### config.mk
export PLATFORM = sky130hd
export DESIGN_NAME = scpp_pack
export DESIGN_NICKNAME = d
export VERILOG_FILES = /design/src/rtl/scpp_pkg.sv /design/src/rtl/scpp_pack.sv
export SDC_FILE = /design/constraint.sdc
export NUM_CORES = 1
export LEC_CHECK = 0
export ABC_AREA = 1
export BUFFER_PORTS_ARGS = -buffer_cell sky130_fd_sc_hd__buf_2
export CORE_ASPECT_RATIO = 1.5
export CORE_MARGIN = 2
export CORE_UTILIZATION = 33
export CTS_CLUSTER_SIZE = 12
export DETAILED_ROUTE_END_ITERATION = 16
export PLACE_DENSITY = 0.65
export SYNTH_ARGS = -nofsm -noshare
export SYNTH_HDL_FRONTEND = slang
export SYNTH_SLANG_ARGS = --single-unit
### constraint.sdc
create_clock -name aclk -period 3.36 [get_ports aclk]
set_clock_uncertainty 0.2 [all_clocks]
set_input_delay 0.336 -clock aclk [delete_from_list [all_inputs] [get_ports aclk]]
set_output_delay 0.336 -clock aclk [all_outputs]
set_load 0.02 [all_outputs]
### src/rtl/scpp_pkg.sv
package scpp_pkg;

    // Field widths.
    localparam int COORD_W = 12;
    localparam int SIDE_W  = 13;
    localparam int FRAC_BITS = 16;
    localparam int FRAC_W  = FRAC_BITS + 1;
    localparam int OFFS_W  = 26;
    localparam int BYTE_W  = 8;

    // Largest side; wider register values saturate to it.
    localparam logic [SIDE_W-1:0] MAX_SIDE = SIDE_W'(4096);

    // Unit value 1.0 in the fraction format.
    localparam logic [FRAC_W-1:0] Q_ONE = FRAC_W'(1 << FRAC_BITS);

    // Pattern constants, rounded half up.
    localparam logic [FRAC_W-1:0] Q_TINT = FRAC_W'(((92 << FRAC_BITS) + 50) / 100);
    localparam logic [FRAC_W-1:0] Q_A55  = FRAC_W'(((55 << FRAC_BITS) + 50) / 100);
    localparam logic [FRAC_W-1:0] Q_A35  = FRAC_W'(((35 << FRAC_BITS) + 50) / 100);
    localparam logic [FRAC_W-1:0] Q_A40  = FRAC_W'(((40 << FRAC_BITS) + 50) / 100);
    localparam logic [FRAC_W-1:0] Q_A30  = FRAC_W'(((30 << FRAC_BITS) + 50) / 100);
    localparam logic [FRAC_W-1:0] Q_A175 = FRAC_W'(((175 << FRAC_BITS) + 500) / 1000);
    localparam logic [FRAC_W-1:0] Q_LIT  = FRAC_W'(((62 << FRAC_BITS) + 50) / 100);
    localparam logic [FRAC_W-1:0] Q_DIM  = FRAC_W'(((18 << FRAC_BITS) + 50) / 100);
    localparam logic [FRAC_W-1:0] Q_DARK = FRAC_W'(((24 << FRAC_BITS) + 50) / 100);

    // Reciprocal of three for 11-bit values: floor(n/3) = (n*2731) >> 13.
    localparam logic [11:0] RECIP3 = 12'd2731;

    // Divider and square root pipeline shape.
    localparam int DIV_STEPS_PER_STAGE = 4;
    localparam int DIV_STAGES = FRAC_BITS / DIV_STEPS_PER_STAGE;
    localparam int SQRT_STEPS = FRAC_W;
    localparam int SQRT_STEPS_PER_STAGE = 3;
    localparam int SQRT_STAGES =
        (SQRT_STEPS + SQRT_STEPS_PER_STAGE - 1) / SQRT_STEPS_PER_STAGE;
    localparam int RAD_W = 2 * FRAC_W;
    localparam int SREM_W = FRAC_W + 2;

    // Pipeline depth: input, setup, divider, two mix stages, root, output.
    localparam int NUM_STAGES = 2 + DIV_STAGES + 2 + SQRT_STAGES + 1;

    typedef enum logic [2:0] {
        MODE_COLOR     = 3'd0,
        MODE_DEPTH     = 3'd1,
        MODE_NORMALS   = 3'd2,
        MODE_ALBEDO    = 3'd3,
        MODE_SHADOW    = 3'd4,
        MODE_OCCLUSION = 3'd5
    } mode_t;

    typedef enum logic [2:0] {
        CFG_WIDTH  = 3'd0,
        CFG_HEIGHT = 3'd1,
        CFG_MODE   = 3'd2,
        CFG_RED    = 3'd3,
        CFG_GREEN  = 3'd4,
        CFG_BLUE   = 3'd5,
        CFG_ALPHA  = 3'd6,
        CFG_PARITY = 3'd7
    } cfg_idx_t;

    // Configuration as seen by the datapath.
    typedef struct packed {
        logic [SIDE_W-1:0]  w;
        logic [SIDE_W-1:0]  h;
        logic [COORD_W-1:0] dx;
        logic [COORD_W-1:0] dy;
        mode_t              mode;
        logic [BYTE_W-1:0]  red;
        logic [BYTE_W-1:0]  green;
        logic [BYTE_W-1:0]  blue;
        logic               parity;
    } cfg_t;

    // Per-pixel facts that travel down the whole pipe.
    typedef struct packed {
        logic              outside;
        logic [OFFS_W-1:0] offset;
        logic              lit6;
        logic              full8;
    } info_t;

    typedef struct packed {
        logic [FRAC_W-1:0]  quo;
        logic [COORD_W-1:0] rem;
    } div_state_t;

    typedef struct packed {
        info_t      info;
        div_state_t dx;
        div_state_t dy;
    } frac_t;

    typedef struct packed {
        info_t             info;
        logic [FRAC_W-1:0] ur;
        logic [FRAC_W-1:0] ug;
        logic [FRAC_W-1:0] ub;
        logic [BYTE_W-1:0] cr;
        logic [BYTE_W-1:0] cg;
        logic [BYTE_W-1:0] cb;
        logic [RAD_W-1:0]  sq_sum;
    } mix_t;

    typedef struct packed {
        logic [RAD_W-1:0]  rad;
        logic [SREM_W-1:0] rem;
        logic [FRAC_W-1:0] root;
    } root_t;

    typedef struct packed {
        info_t             info;
        logic [FRAC_W-1:0] ur;
        logic [FRAC_W-1:0] ug;
        logic [FRAC_W-1:0] ub;
        logic [BYTE_W-1:0] cr;
        logic [BYTE_W-1:0] cg;
        logic [BYTE_W-1:0] cb;
        root_t             sq;
    } prep_t;

    // Unit value to byte: round(255*u) with half up, u clamped to 1.0.
    function automatic logic [BYTE_W-1:0] to_byte(input logic [FRAC_W-1:0] u);
        logic [FRAC_W-1:0] uc;
        logic [24:0]       prod;
        begin
            uc = (u > Q_ONE) ? Q_ONE : u;
            prod = {uc, 8'b0} - 25'(uc) + 25'(1 << (FRAC_BITS - 1));
            return prod[FRAC_BITS +: BYTE_W];
        end
    endfunction

    // One restoring division step: shift in a zero, subtract when it fits.
    function automatic div_state_t div_step(input div_state_t s,
                                            input logic [COORD_W-1:0] d);
        logic [COORD_W:0] r2;
        div_state_t       n;
        begin
            r2 = {s.rem, 1'b0};
            if (r2 >= {1'b0, d}) begin
                n.rem = COORD_W'(r2 - {1'b0, d});
                n.quo = {s.quo[FRAC_W-2:0], 1'b1};
            end else begin
                n.rem = r2[COORD_W-1:0];
                n.quo = {s.quo[FRAC_W-2:0], 1'b0};
            end
            return n;
        end
    endfunction

    // One digit of the square root: take two radicand bits per step.
    function automatic root_t sqrt_step(input root_t s);
        logic [SREM_W+1:0] rem4;
        logic [SREM_W+1:0] trial;
        root_t             n;
        begin
            rem4  = {s.rem, s.rad[RAD_W-1 -: 2]};
            trial = (SREM_W + 2)'({s.root, 2'b01});
            n.rad = {s.rad[RAD_W-3:0], 2'b00};
            if (rem4 >= trial) begin
                n.rem  = SREM_W'(rem4 - trial);
                n.root = {s.root[FRAC_W-2:0], 1'b1};
            end else begin
                n.rem  = SREM_W'(rem4);
                n.root = {s.root[FRAC_W-2:0], 1'b0};
            end
            return n;
        end
    endfunction

endpackage

### src/rtl/scpp_pack.sv
module scpp_pack (
    input  logic                          aclk,
    input  logic                          en,
    input  scpp_pkg::cfg_t                cfg,
    input  logic [scpp_pkg::BYTE_W-1:0]   alpha_value,
    input  scpp_pkg::prep_t               d_in,
    output logic [scpp_pkg::BYTE_W-1:0]   red_reg,
    output logic [scpp_pkg::BYTE_W-1:0]   green_reg,
    output logic [scpp_pkg::BYTE_W-1:0]   blue_reg,
    output logic [scpp_pkg::BYTE_W-1:0]   alpha_reg,
    output logic [scpp_pkg::OFFS_W-1:0]   offset_reg,
    output logic                          outside_reg
);

    logic [scpp_pkg::BYTE_W-1:0] red_next;
    logic [scpp_pkg::BYTE_W-1:0] green_next;
    logic [scpp_pkg::BYTE_W-1:0] blue_next;

    // Final byte encoding per mode; an outside pixel reads as all zero.
    always_comb begin
        case (cfg.mode) inside
            scpp_pkg::MODE_DEPTH, scpp_pkg::MODE_ALBEDO,
            scpp_pkg::MODE_SHADOW, scpp_pkg::MODE_OCCLUSION: begin
                red_next   = scpp_pkg::to_byte(d_in.ur);
                green_next = scpp_pkg::to_byte(d_in.ug);
                blue_next  = scpp_pkg::to_byte(d_in.ub);
            end
            scpp_pkg::MODE_NORMALS: begin
                red_next   = scpp_pkg::to_byte(d_in.ur);
                green_next = scpp_pkg::to_byte(d_in.ug);
                blue_next  = scpp_pkg::to_byte(d_in.sq.root);
            end
            default: begin
                red_next   = d_in.cr;
                green_next = d_in.cg;
                blue_next  = d_in.cb;
            end
        endcase
    end

    always_ff @(posedge aclk) begin
        if (en) begin
            red_reg     <= d_in.info.outside ? '0 : red_next;
            green_reg   <= d_in.info.outside ? '0 : green_next;
            blue_reg    <= d_in.info.outside ? '0 : blue_next;
            alpha_reg   <= d_in.info.outside ? '0 : alpha_value;
            offset_reg  <= d_in.info.outside ? '0 : d_in.info.offset;
            outside_reg <= d_in.info.outside;
        end
    end

endmodule

==> reports/qor.txt, run 1 <==
Met1 Use GR - 0.211
Peak Freq - 0.314 GHz
Gr busiest metal - met2
Avg Inst Size Synth - 6.53 um^2
Final Hold Fails - 0
Layout cells sized above 1 - 0.303
Longest Clk Path Bufs - 2
Post-Place Cell Area - 9500 um^2
Mapped Area - 7060 um^2
Outcome - finished, final reports clean
Most frequent cells in the layout - inv_1, buf_2, nor2_1
Vias per cell - 4.80
CTS tree - done
Place WS - -403 ps
Yosys reg bits - 59
CP Data Arrival Time - 3070 ps
Largest net degree at the start of global routing - 34
Largest area contributor in the netlist - edfxtp_1
Nets - 1782
Clock slew at reported path FFs - 50 ps
Post-synth net total - 1431
Total chip power - 0.00328 W
Largest register FFs - 26
Period utilization - 0.949
Final Instance Area - 9990 um^2
RSZ-0062 raised after global routing - yes
Share of power burned in registers - 0.277
Hold crit path type - in -> reg
Initial DRC Count - 350
Placeable Area - 21000 um^2
Synth top area share - 0.251
Die ar. - 22600 um^2
Met3 Use GR - 0.0233
Syn Inst Count - 1081
Largest cells by area after synthesis - edfxtp_1, ha_1, inv_1
CP Launch Type - input pin
Slew @ Worst Pin - 893 ps
CP peak stage delay - 330 ps
DR pass1 iterations - 7
Worst Slack Setup Final - 170 ps
GR Util All Layers - 0.203
Count of cell types in the netlist - 42
CP Cell Sequence - buf_2, inv_1, nand4_1, nor2_1, nand2_1, nand2_2, inv_1, buf_4, nor2_1, inv_1, ha_1, ha_1, a21o_1, a21oi_2, nor2_1, inv_1, nand2_1, inv_1, a21oi_1, nor2_1, nand2_1, nand3_1, inv_1
Total net switching power - 0.00116 W
Switching Fraction - 0.354
Peak supply drop - 0.236 mV
Clock share of power - 0.291
Gpl congestion - 0.966
N_diodes - 0
Post-synthesis sequential area ratio - 0.251
Die Wd - 123 um
Max-Cap Viols - 0
HPWL Detailed - 19.6 mm
Routed vias - 8181
Vias in the first global route - 8066
Final ANT Viol Nets - 0
DR WL/cell - 13.4 um
Max Slew Vio Count - 0
Crit end category - register
Kind of critical path - in -> reg
CTS H-Tree Depth - 3
Comb pwr share - 0.432
Die Ht - 183 um
Most common cell after layout, fill and taps aside - inv_1
Slew HR - 0.398
# setup viols final - 0
Antenna violations before repair - 0
Internal cell power - 0.00212 W
Clk sink count - 59
First-pass GRT wire length - 36.4 mm
Critical Path RT - 3240 ps
Layout area overhead - 41.5%
Pwr/cell area - 328 nW/um^2
CP max FO - 7
WL final - 22.8 mm
Static Leak - 5.46 nW
Clock Root Buffer - clkbuf_16
IO Pins - 321
# DRC - 0
Initial Utilization - 0.336
Crit path time final - 3190 ps
Total grt overflow - 0
M2 GR Usage - 0.389
Num CTS Buffers - 9
Port bufs - 190
Ys Warns - 0
Rows - 65
Most used cell, CP - inv_1
Slowest-stage cell, CP - ha_1
## cells in the mapped netlist, drive strengths merged
master  instances
a211oi          3
a21boi          2
a21o           10
a21oi          73
a221oi          1
a31oi           6
and2            2
and3            1
buf             5
clkbuf          9
clkinv          1
edfxtp         59
ha             88
inv           211
nand2         198
nand3          83
nand4          20
nor2          198
nor3           22
nor4            4
o211ai          1
o21a            4
o21ai          53
o21bai          9
o221ai          1
o22ai           1
o311ai          2
o31ai           3
o41ai           6
or2             3
xor2            2
## cell type report
| class | count | area, um^2 |
|---|---|---|
| sequential | 59 | 1770 |
| clock buffer | 9 | 225 |
| fill | 2157 | 11000 |
| inverter | 212 | 796 |
| multi-input combinational | 796 | 4600 |
| clock inverter | 6 | 81.3 |
| timing repair buffer | 354 | 2180 |
| tap | 268 | 335 |
## power groups by stage
| stage | Sequential, W | Clock [W] | Combinational (W) |
|---|---|---|---|
| after floorplan | 0.00101 | 0 | 0.000696 |
| after global placement | 0.000921 | 0 | 0.00135 |
| after detailed placement | 0.000923 | 0 | 0.00137 |
| after global routing | 0.000916 | 0.00102 | 0.00159 |
| after CTS | 0.000909 | 0.000981 | 0.00138 |
| final | 0.000908 | 0.000953 | 0.00142 |
## stage by stage
stage	instances	util	hold slack, ps	TNS, ps
CTS	1703	0.468	80.8	0
detailed placement	1688	0.453	425	-3380
finish	1704	0.476	92.9	0
global route	1704	0.476	84.1	-189
floorplan	1081	-	235	0
global placement	1688	0.453	414	-2740
## path summary, 6_finish.rpt
check            from                    endpoint  slack (ps)  cells past startpoint
max         d_in[141]    red_reg[1]$_SDFFCE_PP0P_         170                     23
min    alpha_value[0]  alpha_reg[0]$_SDFFCE_PP0P_          90                      3
## worst max-delay path, delay by kind of cell
| family | cells | cell delay, ps |
|---|---|---|
| simple gates | 10 | 910 |
| fa+ha+maj | 2 | 620 |
| compound gates | 3 | 440 |
| buf+inv | 8 | 740 |
## repair_timing
item                                    CTS  global route
hold buffers                              0             0
resized for setup                         1            40
gates cloned                              0             0
buffers inserted                          0             1
endpoints found under the setup margin    1            18
pin swaps                                 0             9
## layer usage
layer / vias up / share of wire
li1: 4257 / -
met1: 3638 / 0.38
met2: 228 / 0.53
met3: 58 / 0.041
met4: 0 / 0.044
met5: - / 0
## kinds of logic (layout without fill, tap and decap cells)
group	count (synthesis)	after routing	share of synthesized area
AOI/OAI and AO/OA	175	175	0.149
xor gates and xnor gates	2	2	0.00248
adders and majority gates	88	88	0.156
buffers and inverters	226	581	0.122
DFF	59	59	0.251
and+or+nand+nor	531	531	0.319
Note: power is estimated with default switching activity, not from simulation.
==> inputs of run 2 (changes only) <==
--- a/config.mk
+++ b/config.mk
@@ -10,9 +10,10 @@
 export CORE_ASPECT_RATIO = 1.5
 export CORE_MARGIN = 2
 export CORE_UTILIZATION = 33
+export CTS_BUF_LIST = sky130_fd_sc_hd__clkbuf_2
 export CTS_CLUSTER_SIZE = 12
 export DETAILED_ROUTE_END_ITERATION = 16
-export PLACE_DENSITY = 0.65
+export PLACE_DENSITY = 0.63
 export SYNTH_ARGS = -nofsm -noshare
 export SYNTH_HDL_FRONTEND = slang
 export SYNTH_SLANG_ARGS = --single-unit
==> constraint.sdc (replaced) <==
create_clock -name aclk -period 3.96 [get_ports aclk]
set_clock_uncertainty 0.2 [all_clocks]
set_input_delay 0.396 -clock aclk [delete_from_list [all_inputs] [get_ports aclk]]
set_output_delay 0.396 -clock aclk [all_outputs]
set_load 0.02 [all_outputs]
==> reports/qor.txt, run 2 (same netlist as run 1, synthesis figures left out) <==
Routed vias - 7741
Rows - 65
Most common cell after layout, fill and taps aside - inv_1
Static Leak - 4.81 nW
# DRC - 0
Max-Cap Viols - 0
Crit end category - register
HPWL Detailed - 18.4 mm
Hold crit path type - in -> reg
Clock Root Buffer - clkbuf_2
Nets - 1670
RSZ-0062 raised after global routing - no
Critical Path RT - 4030 ps
Longest Clk Path Bufs - 2
Die ar. - 22600 um^2
Placeable Area - 21000 um^2
Switching Fraction - 0.421
WL final - 22.0 mm
Largest net degree at the start of global routing - 44
# setup viols final - 0
Final ANT Viol Nets - 0
Pwr/cell area - 249 nW/um^2
Antenna violations before repair - 0
Die Wd - 123 um
Initial Utilization - 0.336
CTS tree - done
Setup repair bufs after CTS - 0
Most frequent cells in the layout - inv_1, nor2_1, buf_2
Total grt overflow - 0
Crit path time final - 3180 ps
Comb pwr share - 0.468
IO Pins - 321
CP max FO - 7
Initial DRC Count - 287
CP Data Arrival Time - 3250 ps
Vias in the first global route - 7411
Clock share of power - 0.185
Clock slew at reported path FFs - 180 ps
Post-CTS Resized - 0
Max Slew Vio Count - 0
Largest register FFs - 26
Num CTS Buffers - 9
Port bufs - 190
Share of power burned in registers - 0.347
Internal cell power - 0.00128 W
Peak Freq - 0.315 GHz
Layout cells sized above 1 - 0.189
Kind of critical path - in -> reg
Total net switching power - 0.000933 W
Final Hold Fails - 0
Period utilization - 0.803
Total chip power - 0.00222 W
Slew HR - 0.437
CP Launch Type - input pin
DR pass1 iterations - 5
Die Ht - 183 um
Gpl congestion - 0.971
Setup TNS - 0 ps
Clk sink count - 59
CTS H-Tree Depth - 3
Fillers - 2252
First-pass GRT wire length - 35.0 mm
Slew @ Worst Pin - 835 ps
Vias per cell - 4.86
DR WL/cell - 13.8 um
GR Util All Layers - 0.195
Hold WS - 58.6 ps
Outcome - finished, final reports clean
Peak supply drop - 0.107 mV
N_diodes - 0
Layout area overhead - 25.9%
## run 2: cell count changes in the layout (fill, tap and decap cells not counted), sizes merged
cell / previous run / this run
buf: 354 / 203
dlygate4sd3: 0 / 39
clkinv: 5 / 3
clkinvlp: 0 / 2
inv: 211 / 213
bufinv: 2 / 1
## run 2: routing by layer
layer | vias to the layer above | global-route usage | routed length (um)
met5 | - | 0 | 0
met4 | 0 | 0.0736 | 728
met3 | 47 | 0.0255 | 1090
met2 | 222 | 0.367 | 11400
met1 | 3430 | 0.217 | 8780
li1 | 4042 | - | -
## run 2: power by group through the flow
| stage | registers [W] | clock network (W) | logic [W] |
|---|---|---|---|
| after floorplan | 0.000859 | 0 | 0.000591 |
| after global placement | 0.000782 | 0 | 0.000992 |
| after detailed placement | 0.000782 | 0 | 0.00100 |
| after CTS | 0.000768 | 0.000434 | 0.00104 |
| after global routing | 0.000774 | 0.000446 | 0.00117 |
| final | 0.000768 | 0.000410 | 0.00104 |
## run 2: path summary, 6_finish.rpt
| check | startpoint | end | slack, ps | depth (start not counted) |
|---|---|---|---|---|
| max | d_in[141] | red_reg[4]$_SDFFCE_PP0P_ | 780 | 22 |
| min | d_in[86] | red_reg[0]$_SDFFCE_PP0P_ | 60 | 3 |
## run 2: repair_timing
item	in CTS	in global routing
hold endpoints to repair	39	0
hold buffers	39	0
setup endpoints to repair	0	0
## run 2: area by class of cell
type,count,area (um^2),share of cell area
clock buffer,9,45.0,0.00507
clock inverter,7,76.3,0.00859
inverter,212,796,0.0895
multi-input combinational,796,4420,0.498
sequential,59,1770,0.199
tap,268,335,0.0377
timing repair buffer,242,1440,0.162
## run 2: metrics by stage
stage	util	cells	instance area, um^2	worst slack (ps)
floorplan	-	1081	7060	646
global placement	0.399	1538	8380	240
detailed placement	0.399	1538	8380	255
CTS	0.424	1593	8890	833
global route	0.424	1593	8890	426
finish	0.424	1593	8890	782
## run 2: worst max-delay path, cell delays in order
cell,delay [ps]
buf_2,90
inv_1,90
nand4_1,150
nor2_1,130
nand2_1,60
nand2_2,60
inv_1,110
nor2_1,160
inv_1,100
ha_1,300
ha_1,320
nand2_1,70
nor2_1,170
nand3_1,130
nor2_1,180
inv_1,80
o21ai_1,200
a21boi_0,150
nand3_1,100
nand2_1,50
nor2_1,120
nor2_1,50
==> inputs of run 3 (changes only) <==
==> constraint.sdc (replaced) <==
create_clock -name aclk -period 3.2 [get_ports aclk]
set_clock_uncertainty 0.2 [all_clocks]
set_input_delay 0.32 -clock aclk [delete_from_list [all_inputs] [get_ports aclk]]
set_output_delay 0.32 -clock aclk [all_outputs]
set_load 0.02 [all_outputs]
==> reports/qor.txt, run 3 (same netlist as run 1, synthesis figures left out) <==
Outcome - finished, final reports clean
Largest net degree at the start of global routing - 44
GR Util All Layers - 0.211
Layout area overhead - 48.7%
WL final - 24.1 mm
CP max FO - 8
Vias per cell - 4.77
Most frequent cells in the layout - buf_4, inv_1, nor2_1
CP peak stage delay - 310 ps
Placeable Area - 21000 um^2
Hold WS - 64.6 ps
# DRC - 0
Die Wd - 123 um
Clk sink count - 59
Port bufs - 190
Gpl congestion - 0.972
Peak Freq - 0.334 GHz
First-pass GRT wire length - 37.7 mm
Period utilization - 0.937
Rows - 65
Initial Utilization - 0.336
Fillers - 2160
Total chip power - 0.00308 W
Die ar. - 22600 um^2
Peak supply drop - 0.140 mV
Static Leak - 5.80 nW
Final Hold Fails - 0
Final Instance Area - 10500 um^2
Routed vias - 8591
Slew HR - 0.482
Hold crit path type - in -> reg
Crit path time final - 3000 ps
Num CTS Buffers - 9
Die Ht - 183 um
Final ANT Viol Nets - 0
CTS tree - done
Slowest-stage cell, CP - ha_1
HPWL Detailed - 20.1 mm
CP Launch Type - input pin
Crit end category - register
RSZ-0062 raised after global routing - no
DR pass1 iterations - 7
Slew @ Worst Pin - 769 ps
CP Data Arrival Time - 3070 ps
Kind of critical path - in -> reg
Setup repair bufs after CTS - 0
Most used cell, CP - nor2_1
CP Cell Sequence - buf_2, inv_1, nand4_1, nor2_1, nand2_1, nand2_2, inv_1, buf_4, nor2_1, ha_1, ha_1, a21oi_1, o21ai_0, a21oi_1, o21ai_2, a21boi_1, a21oi_1, nor2_1, nor2_1
Pwr/cell area - 294 nW/um^2
IO Pins - 321
Clock Root Buffer - clkbuf_2
# setup viols final - 0
Nets - 1877
Max-Cap Viols - 0
WHS Path Cells - 5
Critical Path RT - 3270 ps
Initial DRC Count - 308
Max Slew Vio Count - 0
Vias in the first global route - 8439
Post-Place Cell Area - 9870 um^2
Largest register FFs - 26
Final core utilization - 0.500
DR WL/cell - 13.4 um
Longest Clk Path Bufs - 2
Most common cell after layout, fill and taps aside - buf_4
Layout cells sized above 1 - 0.297
Total grt overflow - 0
Antenna violations before repair - 1
CTS H-Tree Depth - 3
Clock slew at reported path FFs - 190 ps
[run 3: cell count changes in the layout (fill, tap and decap cells not counted), sizes merged]
cell	delta
clkinvlp	-2
inv	-2
bufinv	+1
dlygate4sd3	+8
buf	+199
clkinv	+2
diode	+1
[run 3: critical path: cells and delay by family]
family	cells	cell delay [ps]
AOI/OAI and AO/OA	6	1000
adders and majority gates	2	550
buffers and inverters	4	470
and+or+nand+nor	7	730
[run 3: layout make-up]
class                   count  area, um^2  share of cell area
repair buffers            449        3010               0.287
flip-flops and latches     59        1770               0.169
multi-input cells         796        4450               0.424
inverters                 212         796              0.0758
clock buffers               9        45.0             0.00429
clock inverters             6        81.3             0.00775
diodes                      1        2.50            0.000238
well taps                 268         335              0.0319
[run 3: power breakdown]
part / total [W] / internal (W) / leakage [nW] / switching, W
Sequential: 0.000950 / 0.000933 / 0.569 / 0.0000177
Clock: 0.000551 / 0.000250 / 0.0768 / 0.000302
Combinational: 0.00158 / 0.000701 / 5.16 / 0.000882
[run 3: worst paths after layout]
check	from	endpoint
worst min-delay path	d_in[75]	blue_reg[5]$_SDFFCE_PP0P_
worst max-delay path	d_in[143]	red_reg[4]$_SDFFCE_PP0P_
[run 3: metrics by stage]
step,setup slack (ps),std cells,TNS (ps)
5_1_grt,19.1,1800,0
3_5_place_dp,-417,1737,-5410
3_3_place_gp,-408,1737,-4740
6_report,203,1800,0
4_1_cts,168,1799,0
2_1_floorplan,14.5,1081,0
[run 3: metal layers]
metal | global-route usage | vias to the layer above | part of all wire
met1 | 0.211 | 3799 | 0.37
met2 | 0.416 | 271 | 0.54
met3 | 0.0177 | 62 | 0.047
met4 | 0.113 | 0 | 0.046
met5 | 0 | - | 0
li1 | - | 4459 | -
[run 3: what timing repair did]
action / CTS / global route
hold buffers: 47 / 0
endpoints found under the hold margin: 47 / 0
endpoints found under the setup margin: 0 / 5
gates resized for setup: 0 / 6
