$ cat config.mk
export PLATFORM = sky130hd
export DESIGN_NAME = scpp_sqrt_stage
export DESIGN_NICKNAME = d
export VERILOG_FILES = /design/src/rtl/scpp_pkg.sv /design/src/rtl/scpp_sqrt_stage.sv
export SDC_FILE = /design/constraint.sdc
export NUM_CORES = 1
export LEC_CHECK = 0
export BUFFER_PORTS_ARGS = -buffer_cell sky130_fd_sc_hd__buf_2
export CAP_MARGIN = 10
export CORE_MARGIN = 2
export CORE_UTILIZATION = 45
export CTS_CLUSTER_DIAMETER = 80
export DETAILED_ROUTE_END_ITERATION = 8
export GPL_ROUTABILITY_DRIVEN = 0
export GPL_TIMING_DRIVEN = 0
export PLACE_DENSITY_LB_ADDON = 0.25
export SLEW_MARGIN = 20
export SYNTH_ARGS = -nofsm -noshare
export SYNTH_HDL_FRONTEND = slang
export SYNTH_SLANG_ARGS = --single-unit
$ cat constraint.sdc
create_clock -name aclk -period 8.8 [get_ports aclk]
set_clock_uncertainty 0.15 [all_clocks]
set_input_delay 2.2 -clock aclk [delete_from_list [all_inputs] [get_ports aclk]]
set_output_delay 2.2 -clock aclk [all_outputs]
set_load 0.02 [all_outputs]
$ cat src/rtl/scpp_pkg.sv
package scpp_pkg;

    // Field widths.
    localparam int COORD_W = 12;
    localparam int SIDE_W  = 13;
    localparam int FRAC_BITS = 16;
    localparam int FRAC_W  = FRAC_BITS + 1;
    localparam int OFFS_W  = 26;
    localparam int BYTE_W  = 8;

    // Largest side; wider register values saturate to it.
    localparam logic [SIDE_W-1:0] MAX_SIDE = SIDE_W'(4096);

    // Unit value 1.0 in the fraction format.
    localparam logic [FRAC_W-1:0] Q_ONE = FRAC_W'(1 << FRAC_BITS);

    // Pattern constants, rounded half up.
    localparam logic [FRAC_W-1:0] Q_TINT = FRAC_W'(((92 << FRAC_BITS) + 50) / 100);
    localparam logic [FRAC_W-1:0] Q_A55  = FRAC_W'(((55 << FRAC_BITS) + 50) / 100);
    localparam logic [FRAC_W-1:0] Q_A35  = FRAC_W'(((35 << FRAC_BITS) + 50) / 100);
    localparam logic [FRAC_W-1:0] Q_A40  = FRAC_W'(((40 << FRAC_BITS) + 50) / 100);
    localparam logic [FRAC_W-1:0] Q_A30  = FRAC_W'(((30 << FRAC_BITS) + 50) / 100);
    localparam logic [FRAC_W-1:0] Q_A175 = FRAC_W'(((175 << FRAC_BITS) + 500) / 1000);
    localparam logic [FRAC_W-1:0] Q_LIT  = FRAC_W'(((62 << FRAC_BITS) + 50) / 100);
    localparam logic [FRAC_W-1:0] Q_DIM  = FRAC_W'(((18 << FRAC_BITS) + 50) / 100);
    localparam logic [FRAC_W-1:0] Q_DARK = FRAC_W'(((24 << FRAC_BITS) + 50) / 100);

    // Reciprocal of three for 11-bit values: floor(n/3) = (n*2731) >> 13.
    localparam logic [11:0] RECIP3 = 12'd2731;

    // Divider and square root pipeline shape.
    localparam int DIV_STEPS_PER_STAGE = 4;
    localparam int DIV_STAGES = FRAC_BITS / DIV_STEPS_PER_STAGE;
    localparam int SQRT_STEPS = FRAC_W;
    localparam int SQRT_STEPS_PER_STAGE = 3;
    localparam int SQRT_STAGES =
        (SQRT_STEPS + SQRT_STEPS_PER_STAGE - 1) / SQRT_STEPS_PER_STAGE;
    localparam int RAD_W = 2 * FRAC_W;
    localparam int SREM_W = FRAC_W + 2;

    // Pipeline depth: input, setup, divider, two mix stages, root, output.
    localparam int NUM_STAGES = 2 + DIV_STAGES + 2 + SQRT_STAGES + 1;

    typedef enum logic [2:0] {
        MODE_COLOR     = 3'd0,
        MODE_DEPTH     = 3'd1,
        MODE_NORMALS   = 3'd2,
        MODE_ALBEDO    = 3'd3,
        MODE_SHADOW    = 3'd4,
        MODE_OCCLUSION = 3'd5
    } mode_t;

    typedef enum logic [2:0] {
        CFG_WIDTH  = 3'd0,
        CFG_HEIGHT = 3'd1,
        CFG_MODE   = 3'd2,
        CFG_RED    = 3'd3,
        CFG_GREEN  = 3'd4,
        CFG_BLUE   = 3'd5,
        CFG_ALPHA  = 3'd6,
        CFG_PARITY = 3'd7
    } cfg_idx_t;

    // Configuration as seen by the datapath.
    typedef struct packed {
        logic [SIDE_W-1:0]  w;
        logic [SIDE_W-1:0]  h;
        logic [COORD_W-1:0] dx;
        logic [COORD_W-1:0] dy;
        mode_t              mode;
        logic [BYTE_W-1:0]  red;
        logic [BYTE_W-1:0]  green;
        logic [BYTE_W-1:0]  blue;
        logic               parity;
    } cfg_t;

    // Per-pixel facts that travel down the whole pipe.
    typedef struct packed {
        logic              outside;
        logic [OFFS_W-1:0] offset;
        logic              lit6;
        logic              full8;
    } info_t;

    typedef struct packed {
        logic [FRAC_W-1:0]  quo;
        logic [COORD_W-1:0] rem;
    } div_state_t;

    typedef struct packed {
        info_t      info;
        div_state_t dx;
        div_state_t dy;
    } frac_t;

    typedef struct packed {
        info_t             info;
        logic [FRAC_W-1:0] ur;
        logic [FRAC_W-1:0] ug;
        logic [FRAC_W-1:0] ub;
        logic [BYTE_W-1:0] cr;
        logic [BYTE_W-1:0] cg;
        logic [BYTE_W-1:0] cb;
        logic [RAD_W-1:0]  sq_sum;
    } mix_t;

    typedef struct packed {
        logic [RAD_W-1:0]  rad;
        logic [SREM_W-1:0] rem;
        logic [FRAC_W-1:0] root;
    } root_t;

    typedef struct packed {
        info_t             info;
        logic [FRAC_W-1:0] ur;
        logic [FRAC_W-1:0] ug;
        logic [FRAC_W-1:0] ub;
        logic [BYTE_W-1:0] cr;
        logic [BYTE_W-1:0] cg;
        logic [BYTE_W-1:0] cb;
        root_t             sq;
    } prep_t;

    // Unit value to byte: round(255*u) with half up, u clamped to 1.0.
    function automatic logic [BYTE_W-1:0] to_byte(input logic [FRAC_W-1:0] u);
        logic [FRAC_W-1:0] uc;
        logic [24:0]       prod;
        begin
            uc = (u > Q_ONE) ? Q_ONE : u;
            prod = {uc, 8'b0} - 25'(uc) + 25'(1 << (FRAC_BITS - 1));
            return prod[FRAC_BITS +: BYTE_W];
        end
    endfunction

    // One restoring division step: shift in a zero, subtract when it fits.
    function automatic div_state_t div_step(input div_state_t s,
                                            input logic [COORD_W-1:0] d);
        logic [COORD_W:0] r2;
        div_state_t       n;
        begin
            r2 = {s.rem, 1'b0};
            if (r2 >= {1'b0, d}) begin
                n.rem = COORD_W'(r2 - {1'b0, d});
                n.quo = {s.quo[FRAC_W-2:0], 1'b1};
            end else begin
                n.rem = r2[COORD_W-1:0];
                n.quo = {s.quo[FRAC_W-2:0], 1'b0};
            end
            return n;
        end
    endfunction

    // One digit of the square root: take two radicand bits per step.
    function automatic root_t sqrt_step(input root_t s);
        logic [SREM_W+1:0] rem4;
        logic [SREM_W+1:0] trial;
        root_t             n;
        begin
            rem4  = {s.rem, s.rad[RAD_W-1 -: 2]};
            trial = (SREM_W + 2)'({s.root, 2'b01});
            n.rad = {s.rad[RAD_W-3:0], 2'b00};
            if (rem4 >= trial) begin
                n.rem  = SREM_W'(rem4 - trial);
                n.root = {s.root[FRAC_W-2:0], 1'b1};
            end else begin
                n.rem  = SREM_W'(rem4);
                n.root = {s.root[FRAC_W-2:0], 1'b0};
            end
            return n;
        end
    endfunction

endpackage

$ cat src/rtl/scpp_sqrt_stage.sv
module scpp_sqrt_stage #(
    parameter int STEP_BASE = 0
) (
    input  logic            aclk,
    input  logic            en,
    input  scpp_pkg::prep_t d_in,
    output scpp_pkg::prep_t q_reg
);

    scpp_pkg::prep_t q_next;

    // A few root digits per stage; the last stage may have fewer to do.
    always_comb begin
        q_next = d_in;
        for (int i = 0; i < scpp_pkg::SQRT_STEPS_PER_STAGE; i++) begin
            if (STEP_BASE + i < scpp_pkg::SQRT_STEPS) begin
                q_next.sq = scpp_pkg::sqrt_step(q_next.sq);
            end
        end
    end

    always_ff @(posedge aclk) begin
        if (en) begin
            q_reg <= q_next;
        end
    end

endmodule

==> run metrics, run 1 <==
endpoints failing hold 0; area growth from synthesis to layout 37.00%; # port buffers 343; maximum number of pins on one net before global-route repair 87; max FFs per register 168; DP Wirelength 21520 um; status completed; Placed Area 11100 um^2; global-route wire length before repair 40700 um; 1st-iter DRT viols 583; startpoint types primary input; die area 21010 um^2; Final Worst Setup Slack 0.3132 ns; async set-or-reset flop fraction in the synthesized netlist 0%; critical path endpoint category flip-flop; Max Cap Viol 0; Top Ports 350; routed wire length 27350 um; commonest non-fill, non-tap cells in the layout buf_2 (343), edfxtp_1 (168), a21oi_1 (62), nor2_1 (51), nand2_1 (50); DR vias 7570; Pleak 5.326 nW; Slowest-stage cell, CP a311o_1; crit-path max FO 10; final core occ 62.93%; CTS root buf clkbuf_16; fillers 1566; Die W 144.9 um; Least-Margin Pin Slew 0.6881 ns; number of synthesized register bits 168; Min-Delay Path Class in2reg; Hold Slack 1.804 ns; nets 1367; Fmax achieved 117.8 MHz; antenna violations before repair 2; Crit path required time 8.82 ns; Longest Clk Path Bufs 2; total CTS buffers 17; Final Power 3.187 mW; Post-synth EDFFs 168; Synth Instances 755; period utilisation layout 96.44%; design area 12250 um^2; CTS clk-pin slew, worst paths 0.07 ns; Mean Syn Cell Area 11.84 um^2; GRT overflow 0; kind of critical path in2reg; Placed Cells 1369; Synth Cell Area 8940 um^2; Worst VDD drop 0.0001417 V; drt via density 5.350; CTS H-tree lvls 4; final setup violation count 0; Core Rows 51; core box area 19460 um^2; register area share after synthesis 56.43%; Top FF cell, synth edfxtp_1; CTS tree yes; synth unique cells 78; non-filler instance count after layout 1415; ANT nets after route 0; Period minus WS final 8.487 ns; CP max stage delay 0.33 ns; setup_tns 0 ns; First-pass DRT Iterations 5; vias in the first global route 7263; DP Worst Slack -1.812 ns; Tot GR Track Use 25.23%; die height 144.9 um; worst relative slew slack 53.64%; Pins Over Slew Limit 0; Ys Warns 0; layout cells sized above 1 43.33%; DRC Markers 0; Starting Density 45.93%; Sink Count 168; most common cell after layout, fill and taps aside buf_2; pwr/cell area 260.2 nW/um^2; critical path arrival 8.51 ns; WL/cell 19.33 um
-- critical path: cells and delay by family --
kind | cells | cell delay [ns]
buf+inv | 8 | 1.24
compound gates | 14 | 2.68
simple gates | 9 | 1.36
fa+ha+maj | 3 | 0.96
-- metal layers --
layer / up-vias / wire [um] / GRT usage, %
li1: 3605 / - / -
met1: 3611 / 10520 / 29.69
met2: 310 / 14070 / 44.81
met3: 44 / 2109 / 6.667
met4: 0 / 652 / 8.317
met5: - / 0 / 0
-- where the power goes --
part	switching (mW)	total, mW	internal, mW
clock network	0.314	0.769	0.454
logic	0.821	1.37	0.550
registers	0.0226	1.05	1.02
total	1.16	3.19	2.03
-- repair_timing --
action / 4_1_cts / 5_1_grt
pin swaps: 10 / 14
setup endpoints to repair: 20 / 20
resized for setup: 40 / 57
hold buffers: 0 / 0
buffers inserted: 10 / 9
-- area by class of cell --
type | instances | area (um^2) | area share [%]
timing repair buffer | 363 | 1897 | 15.49
inverter | 46 | 185.2 | 1.512
tap | 265 | 331.6 | 2.707
sequential | 168 | 5045 | 41.19
clock inverter | 15 | 187.7 | 1.532
antenna | 3 | 7.507 | 0.06129
multi-input combinational | 518 | 3984 | 32.53
clock buffer | 17 | 425.4 | 3.473
buffer | 20 | 185.2 | 1.512
-- Yosys cell counts (5+ instances only) --
cell | instances | area share (%)
edfxtp_1 | 168 | 56
nor4_1 | 5 | 0.35
clkbuf_1 | 12 | 0.50
nand2b_1 | 7 | 0.49
buf_4 | 6 | 0.50
nand4_1 | 10 | 0.70
nand3_1 | 19 | 1.1
a211oi_1 | 7 | 0.59
nor3_1 | 14 | 0.78
and3_1 | 8 | 0.56
o211ai_1 | 5 | 0.42
nor2_1 | 54 | 2.3
o21bai_1 | 6 | 0.50
o21ai_0 | 33 | 1.8
o21a_1 | 5 | 0.42
ha_1 | 57 | 8.0
a21boi_0 | 5 | 0.42
and2_1 | 6 | 0.42
a21o_1 | 20 | 1.7
a21oi_1 | 68 | 3.8
mux2_2 | 5 | 0.63
o31ai_1 | 8 | 0.67
inv_1 | 43 | 1.8
nand2_1 | 51 | 2.1
xor2_1 | 14 | 1.4
buf_2 | 5 | 0.28
xnor2_1 | 30 | 2.9
-- path summary, 6_finish.rpt --
| path | start | to | cells past startpoint |
|---|---|---|---|
| setup / recovery | d_in[8] | q_reg[35] | 34 |
| hold / removal | d_in[131] | q_reg[131] | 1 |
-- cell families (layout without fill, tap and decap cells) --
logic type	Yosys count	in the layout	share of synthesized area [%]
AOI/OAI and AO/OA	198	198	14.64
xor gates and xnor gates	44	44	4.311
adders and majority gates	57	57	7.978
buffers and inverters	74	461	3.681
DFF	168	168	56.43
muxes	8	8	1.022
other	1	9	0.04195
and+or+nand+nor	205	205	11.90
(Power assumes the default switching activity.)
==> inputs of run 2 (changes only) <==
--- a/config.mk
+++ b/config.mk
@@ -5,10 +5,12 @@
 export SDC_FILE = /design/constraint.sdc
 export NUM_CORES = 1
 export LEC_CHECK = 0
+export ABC_AREA = 1
 export BUFFER_PORTS_ARGS = -buffer_cell sky130_fd_sc_hd__buf_2
 export CAP_MARGIN = 10
 export CORE_MARGIN = 2
 export CORE_UTILIZATION = 45
+export CTS_BUF_LIST = sky130_fd_sc_hd__clkbuf_16
 export CTS_CLUSTER_DIAMETER = 80
 export DETAILED_ROUTE_END_ITERATION = 8
 export GPL_ROUTABILITY_DRIVEN = 0
==> run metrics, run 2 <==
status completed (unchanged); area growth from synthesis to layout 30.73% (was 37.00%); Sink Count 168 (unchanged); fillers 1704 (was 1566); number of synthesized register bits 168 (unchanged); async set-or-reset flop fraction in the synthesized netlist 0% (unchanged); Mean Syn Cell Area 10.72 um^2 (was 11.84 um^2); largest area contributor in the netlist edfxtp_1 (unchanged); endpoints failing hold 0 (unchanged); Pleak 5.424 nW (was 5.326 nW); Top Ports 350 (unchanged); postcts setup bufs 0 (was 10); crit-path max FO 11 (was 10); Max Cap Viol 0 (unchanged); max FFs per register 168 (unchanged); Top FF cell, synth edfxtp_1 (unchanged); startpoint types primary input (unchanged); Hold Slack 1.794 ns (was 1.804 ns); top post-synthesis cells by count edfxtp_1 (168), nand2_1 (160), inv_1 (87) (was edfxtp_1 (168), a21oi_1 (68), ha_1 (57)); DP Wirelength 18770 um (was 21520 um); Starting Density 45.72% (was 45.93%); most common cell after layout, fill and taps aside buf_2 (unchanged); Worst VDD drop 0.0001246 V (was 0.0001417 V); core box area 19460 um^2 (unchanged); RSZ-0062 raised after global routing false; CTS tree yes (unchanged); Fmax achieved 121.7 MHz (was 117.8 MHz); Ys Warns 0 (unchanged); final setup violation count 0 (unchanged); final core occ 59.76% (was 62.93%); CTS root buf clkbuf_16 (unchanged); WL/cell 15.73 um (was 19.33 um); routed wire length 23230 um (was 27350 um); layout cells sized above 1 37.90% (was 43.33%); DR vias 7385 (was 7570); critical path endpoint category flip-flop (unchanged); die height 144.6 um (was 144.9 um); 1st-iter DRT viols 593 (was 583); total CTS buffers 17 (unchanged); most frequent CP cell inv_1; vias in the first global route 6759 (was 7263); drt via density 5.000 (was 5.350); top-count cell post-synth edfxtp_1 (unchanged); pwr/cell area 261.6 nW/um^2 (was 260.2 nW/um^2); area fraction of the dominant cell type after synthesis 56.70% (was 56.43%); kind of critical path in2reg (unchanged); antenna violations before repair 1 (was 2); Synth Instances 830 (was 755); maximum number of pins on one net before global-route repair 109 (was 87); worst relative slew slack 63.84% (was 53.64%); register area share after synthesis 56.70% (was 56.43%); Die W 144.6 um (was 144.9 um); Tot GR Track Use 21.66% (was 25.23%); Post-synth EDFFs 168 (unchanged); DRC Markers 0 (unchanged); # port buffers 343 (unchanged); Endpoint, Worst Hold q_reg[115] (was q_reg[131]); Slowest-stage cell, CP ha_1 (was a311o_1); synth unique cells 45 (was 78); Multi-input gate area 3432 um^2 (was 3984 um^2); Pins Over Slew Limit 0 (unchanged); Synth area leaders edfxtp_1 (57%), ha_1 (8.0%), nand2_1 (6.8%) (was edfxtp_1 (56%), ha_1 (8.0%), a21oi_1 (3.8%)); register area 5045 um^2 (unchanged); Min-Delay Path Class in2reg (unchanged); GRT overflow 0 (unchanged); Core Rows 51 (unchanged); hold path depth 1 (unchanged); CTS clk-pin slew, worst paths 0.07 ns (about the same); Synth Cell Area 8897 um^2 (was 8940 um^2); commonest non-fill, non-tap cells in the layout buf_2 (343), edfxtp_1 (168), nand2_1 (160), inv_1 (87), a21oi_1 (62) (was buf_2 (343), edfxtp_1 (168), a21oi_1 (62), nor2_1 (51), nand2_1 (50)); period utilisation layout 93.34% (was 96.44%); critical path arrival 8.22 ns (was 8.51 ns); Least-Margin Pin Slew 0.5424 ns (was 0.6881 ns); min-delay src d_in[115] (was d_in[131]); First-pass DRT Iterations 5 (unchanged); global-route wire length before repair 34430 um (was 40700 um); Crit path required time 8.81 ns (was 8.82 ns); CP max stage delay 0.39 ns (was 0.33 ns); CTS H-tree lvls 4 (unchanged); Longest Clk Path Bufs 2 (unchanged); Post-CTS Hold Buffers 0 (unchanged); die area 20910 um^2 (was 21010 um^2); Period minus WS final 8.214 ns (was 8.487 ns); nets 1431 (was 1367); ANT nets after route 0 (unchanged)
==> run 2: layer usage <==
layer,global-route usage [%],up-vias,share of wire [%],wire length (um)
li1,-,3653,-,-
met1,27.04,3420,41,9455
met2,37.54,280,50,11530
met3,4.603,32,7.6,1758
met4,7.001,0,2.1,487
met5,0,-,0,0
==> run 2: layout make-up <==
class                      instances  area share [%]
clock inverter                    15           1.517
antenna                            1         0.02151
buffer                            15           1.022
clock buffer                      17           3.657
timing repair buffer             344           15.08
tap                              265           2.851
multi-input combinational        560           29.51
sequential                       168           43.37
inverter                          92           2.969
==> run 2: what timing repair did <==
action,CTS,global route
gates resized for setup,1,16
endpoints found under the hold margin,0,0
setup endpoints to repair,1,20
==> run 2: through the flow <==
| step | total power, mW | setup slack (ns) | area [um^2] | setup TNS [ns] | std cells |
|---|---|---|---|---|---|
| floorplan | 1.957 | 1.207 | 8916 | 0 | 835 |
| global placement | 2.285 | -0.3841 | 10960 | -6.472 | 1443 |
| detailed placement | 2.298 | -0.4228 | 11000 | -7.086 | 1444 |
| CTS | 3.047 | 0.2485 | 11600 | 0 | 1476 |
| global route | 3.241 | 0.0001981 | 11630 | 0 | 1477 |
| finish | 3.042 | 0.5862 | 11630 | 0 | 1477 |
==> run 2: logic make-up after synthesis <==
| logic type | after synthesis | synth area share (%) |
|---|---|---|
| buffers and inverters | 107 | 5.119 |
| AND/OR/NAND/NOR | 307 | 16.71 |
| flip-flops | 168 | 56.70 |
| other | 1 | 0.04215 |
| adder cells (fa/ha/maj) | 57 | 8.016 |
| XOR/XNOR | 37 | 3.642 |
| AO/OA/AOI/OAI | 153 | 9.774 |
==> run 2: how the worst max path moves through the flow <==
| stage | startpoint | to | slack (ns) |
|---|---|---|---|
| 6_report | d_in[0] | q_reg[32] | 0.59 |
| 5_1_grt | d_in[1] | q_reg[32] | 0.0002 |
| 4_1_cts | d_in[1] | q_reg[32] | 0.25 |
| 3_5_place_dp | d_in[1] | q_reg[24] | -0.42 |
| 3_3_place_gp | d_in[1] | q_reg[22] | -0.38 |
| 2_1_floorplan | d_in[1] | q_reg[25] | 1.21 |
==> run 2: report_power, final <==
group | switching [mW] | total (mW) | internal (mW)
logic | 0.812 | 1.26 | 0.445
registers | 0.0212 | 1.04 | 1.02
clock network | 0.337 | 0.743 | 0.406
total | 1.17 | 3.04 | 1.87
==> run 2: worst max-delay path, delay by kind of cell <==
kind            cells  cell delay (ns)
simple gates       21             2.81
buf+inv            10             1.51
fa+ha+maj           3             1.15
compound gates      4             0.51
==> inputs of run 3 (changes only) <==
--- a/config.mk
+++ b/config.mk
@@ -14,7 +14,6 @@
 export CTS_CLUSTER_DIAMETER = 80
 export DETAILED_ROUTE_END_ITERATION = 8
 export GPL_ROUTABILITY_DRIVEN = 0
-export GPL_TIMING_DRIVEN = 0
 export PLACE_DENSITY_LB_ADDON = 0.25
 export SLEW_MARGIN = 20
 export SYNTH_ARGS = -nofsm -noshare
==> run metrics, run 3 (synthesis gave the netlist of run 2 again) <==
Pins Over Slew Limit 0 (unchanged); status completed (unchanged); Pleak 5.362 nW (was 5.424 nW); First-pass DRT Iterations 6 (was 5); layout cells sized above 1 37.19% (was 37.90%); die height 144.6 um (unchanged); area growth from synthesis to layout 29.53% (was 30.73%); commonest non-fill, non-tap cells in the layout buf_2 (342), edfxtp_1 (168), nand2_1 (160), inv_1 (87), a21oi_1 (62) (was buf_2 (343), edfxtp_1 (168), nand2_1 (160), inv_1 (87), a21oi_1 (62)); RSZ-0062 raised after global routing false (unchanged); endpoints failing hold 0 (unchanged); maximum number of pins on one net before global-route repair 91 (was 109); Tot GR Track Use 21.41% (was 21.66%); kind of critical path in2reg (unchanged); drt via density 4.993 (was 5.000); Post-CTS Hold Buffers 0 (unchanged); CP max stage delay 0.40 ns (was 0.39 ns); Fmax achieved 123.5 MHz (was 121.7 MHz); # port buffers 343 (unchanged); DP Worst Slack 0.3394 ns (was -0.4228 ns); CTS resizes 0 (was 1); period utilisation layout 91.98% (was 93.34%); Sequential Power Share 34.4% (was 34.3%); Sink Count 168 (unchanged); Slowest-stage cell, CP ha_1 (unchanged); Min-Delay Path Class in2reg (unchanged); die area 20910 um^2 (unchanged); Least-Margin Pin Slew 1.080 ns (was 0.5424 ns); antenna cells 0 (was 1); vias in the first global route 6720 (was 6759); global-route wire length before repair 34090 um (was 34430 um); WL/cell 15.88 um (was 15.73 um); startpoint types primary input (unchanged); critical path endpoint category flip-flop (unchanged); most common cell after layout, fill and taps aside buf_2 (unchanged); Internal Pwr Total 1.859 mW (was 1.873 mW); postcts setup bufs 0 (unchanged); final setup violation count 0 (unchanged); CTS H-tree lvls 4 (unchanged); Die W 144.6 um (unchanged); design area 11520 um^2 (was 11630 um^2); core box area 19460 um^2 (unchanged); Final Power 3.026 mW (was 3.042 mW); DRC Markers 0 (unchanged); Longest Clk Path Bufs 2 (unchanged); pwr/cell area 262.6 nW/um^2 (was 261.6 nW/um^2); Final Worst Setup Slack 0.7053 ns (was 0.5862 ns); setup_tns 0 ns (unchanged); routed wire length 23290 um (was 23230 um); ANT nets after route 0 (unchanged); fillers 1687 (was 1704); Worst VDD drop 0.0001379 V (was 0.0001246 V); Max Cap Viol 0 (unchanged); Hold Slack 1.793 ns (was 1.794 ns); Switching Fraction 38.56% (was 38.45%); Top Ports 350 (unchanged); CTS clk-pin slew, worst paths 0.08 ns (was 0.07 ns); total CTS buffers 17 (unchanged); DP Wirelength 18970 um (was 18770 um); Period minus WS final 8.095 ns (was 8.214 ns); worst relative slew slack 28.00% (was 63.84%); CTS root buf clkbuf_16 (unchanged); 1st-iter DRT viols 544 (was 593); Sw Pwr 1.167 mW (was 1.170 mW); DR vias 7325 (was 7385); antenna violations before repair 0 (was 1); Crit path required time 8.81 ns (about the same); CTS tree yes (unchanged); Placed Area 10910 um^2 (was 11000 um^2); max FFs per register 168 (unchanged); Core Rows 51 (unchanged); Combinational Power Share 41.0% (was 41.3%); Starting Density 45.72% (unchanged); crit-path max FO 30 (was 11); nets 1422 (was 1431); critical path arrival 8.10 ns (was 8.22 ns); GRT overflow 0 (unchanged); clock power share 24.5% (was 24.4%)
[run 3: cell count changes in the layout (fill, tap and decap cells not counted), sizes merged]
cell and change:
clkinv -1, clkbuf -5, clkinvlp +1, buf -4
diode -1
[run 3: stage by stage]
| stage | utilization [%] | std cells |
|---|---|---|
| finish | 59.22 | 1467 |
| global route | 59.22 | 1467 |
| CTS | 59.17 | 1467 |
| detailed placement | 56.07 | 1435 |
| global placement | 56.07 | 1435 |
| floorplan | - | 835 |
[run 3: metal layers]
| metal | vias up | part of all wire (%) | GRT usage, % |
|---|---|---|---|
| li1 | 3618 | - | - |
| met5 | - | 0 | 0 |
| met1 | 3386 | 41 | 26.56 |
| met4 | 0 | 1.4 | 6.490 |
| met2 | 292 | 50 | 37.67 |
| met3 | 29 | 7.6 | 4.404 |
[run 3: area by class of cell]
class                   instances  area [um^2]  share of cell area (%)
flip-flops and latches        168         5045                   43.77
clock inverters                15        177.7                   1.542
clock buffers                  17        425.4                   3.691
repair buffers                350         1775                   15.41
inverters                      92        345.3                   2.996
multi-input cells             560         3425                   29.71
well taps                     265        331.6                   2.877
[run 3: final timing paths]
| kind | from | to | cells past startpoint |
|---|---|---|---|
| max | d_in[6] | q_reg[25] | 38 |
| min | d_in[135] | q_reg[135] | 1 |
[run 3: power by group through the flow]
stage / logic (mW) / clock network, mW / registers [mW]
final: 1.24 / 0.742 / 1.04
after detailed placement: 1.22 / 0 / 1.06
after global placement: 1.21 / 0 / 1.06
after CTS: 1.23 / 0.762 / 1.04
after global routing: 1.37 / 0.788 / 1.05
after floorplan: 0.758 / 0 / 1.20
[run 3: worst max-delay path: cells and delay by family]
family,cells,cell delay (ns)
simple gates,21,2.62
compound gates,6,1.15
fa+ha+maj,3,1.13
buf+inv,8,0.96
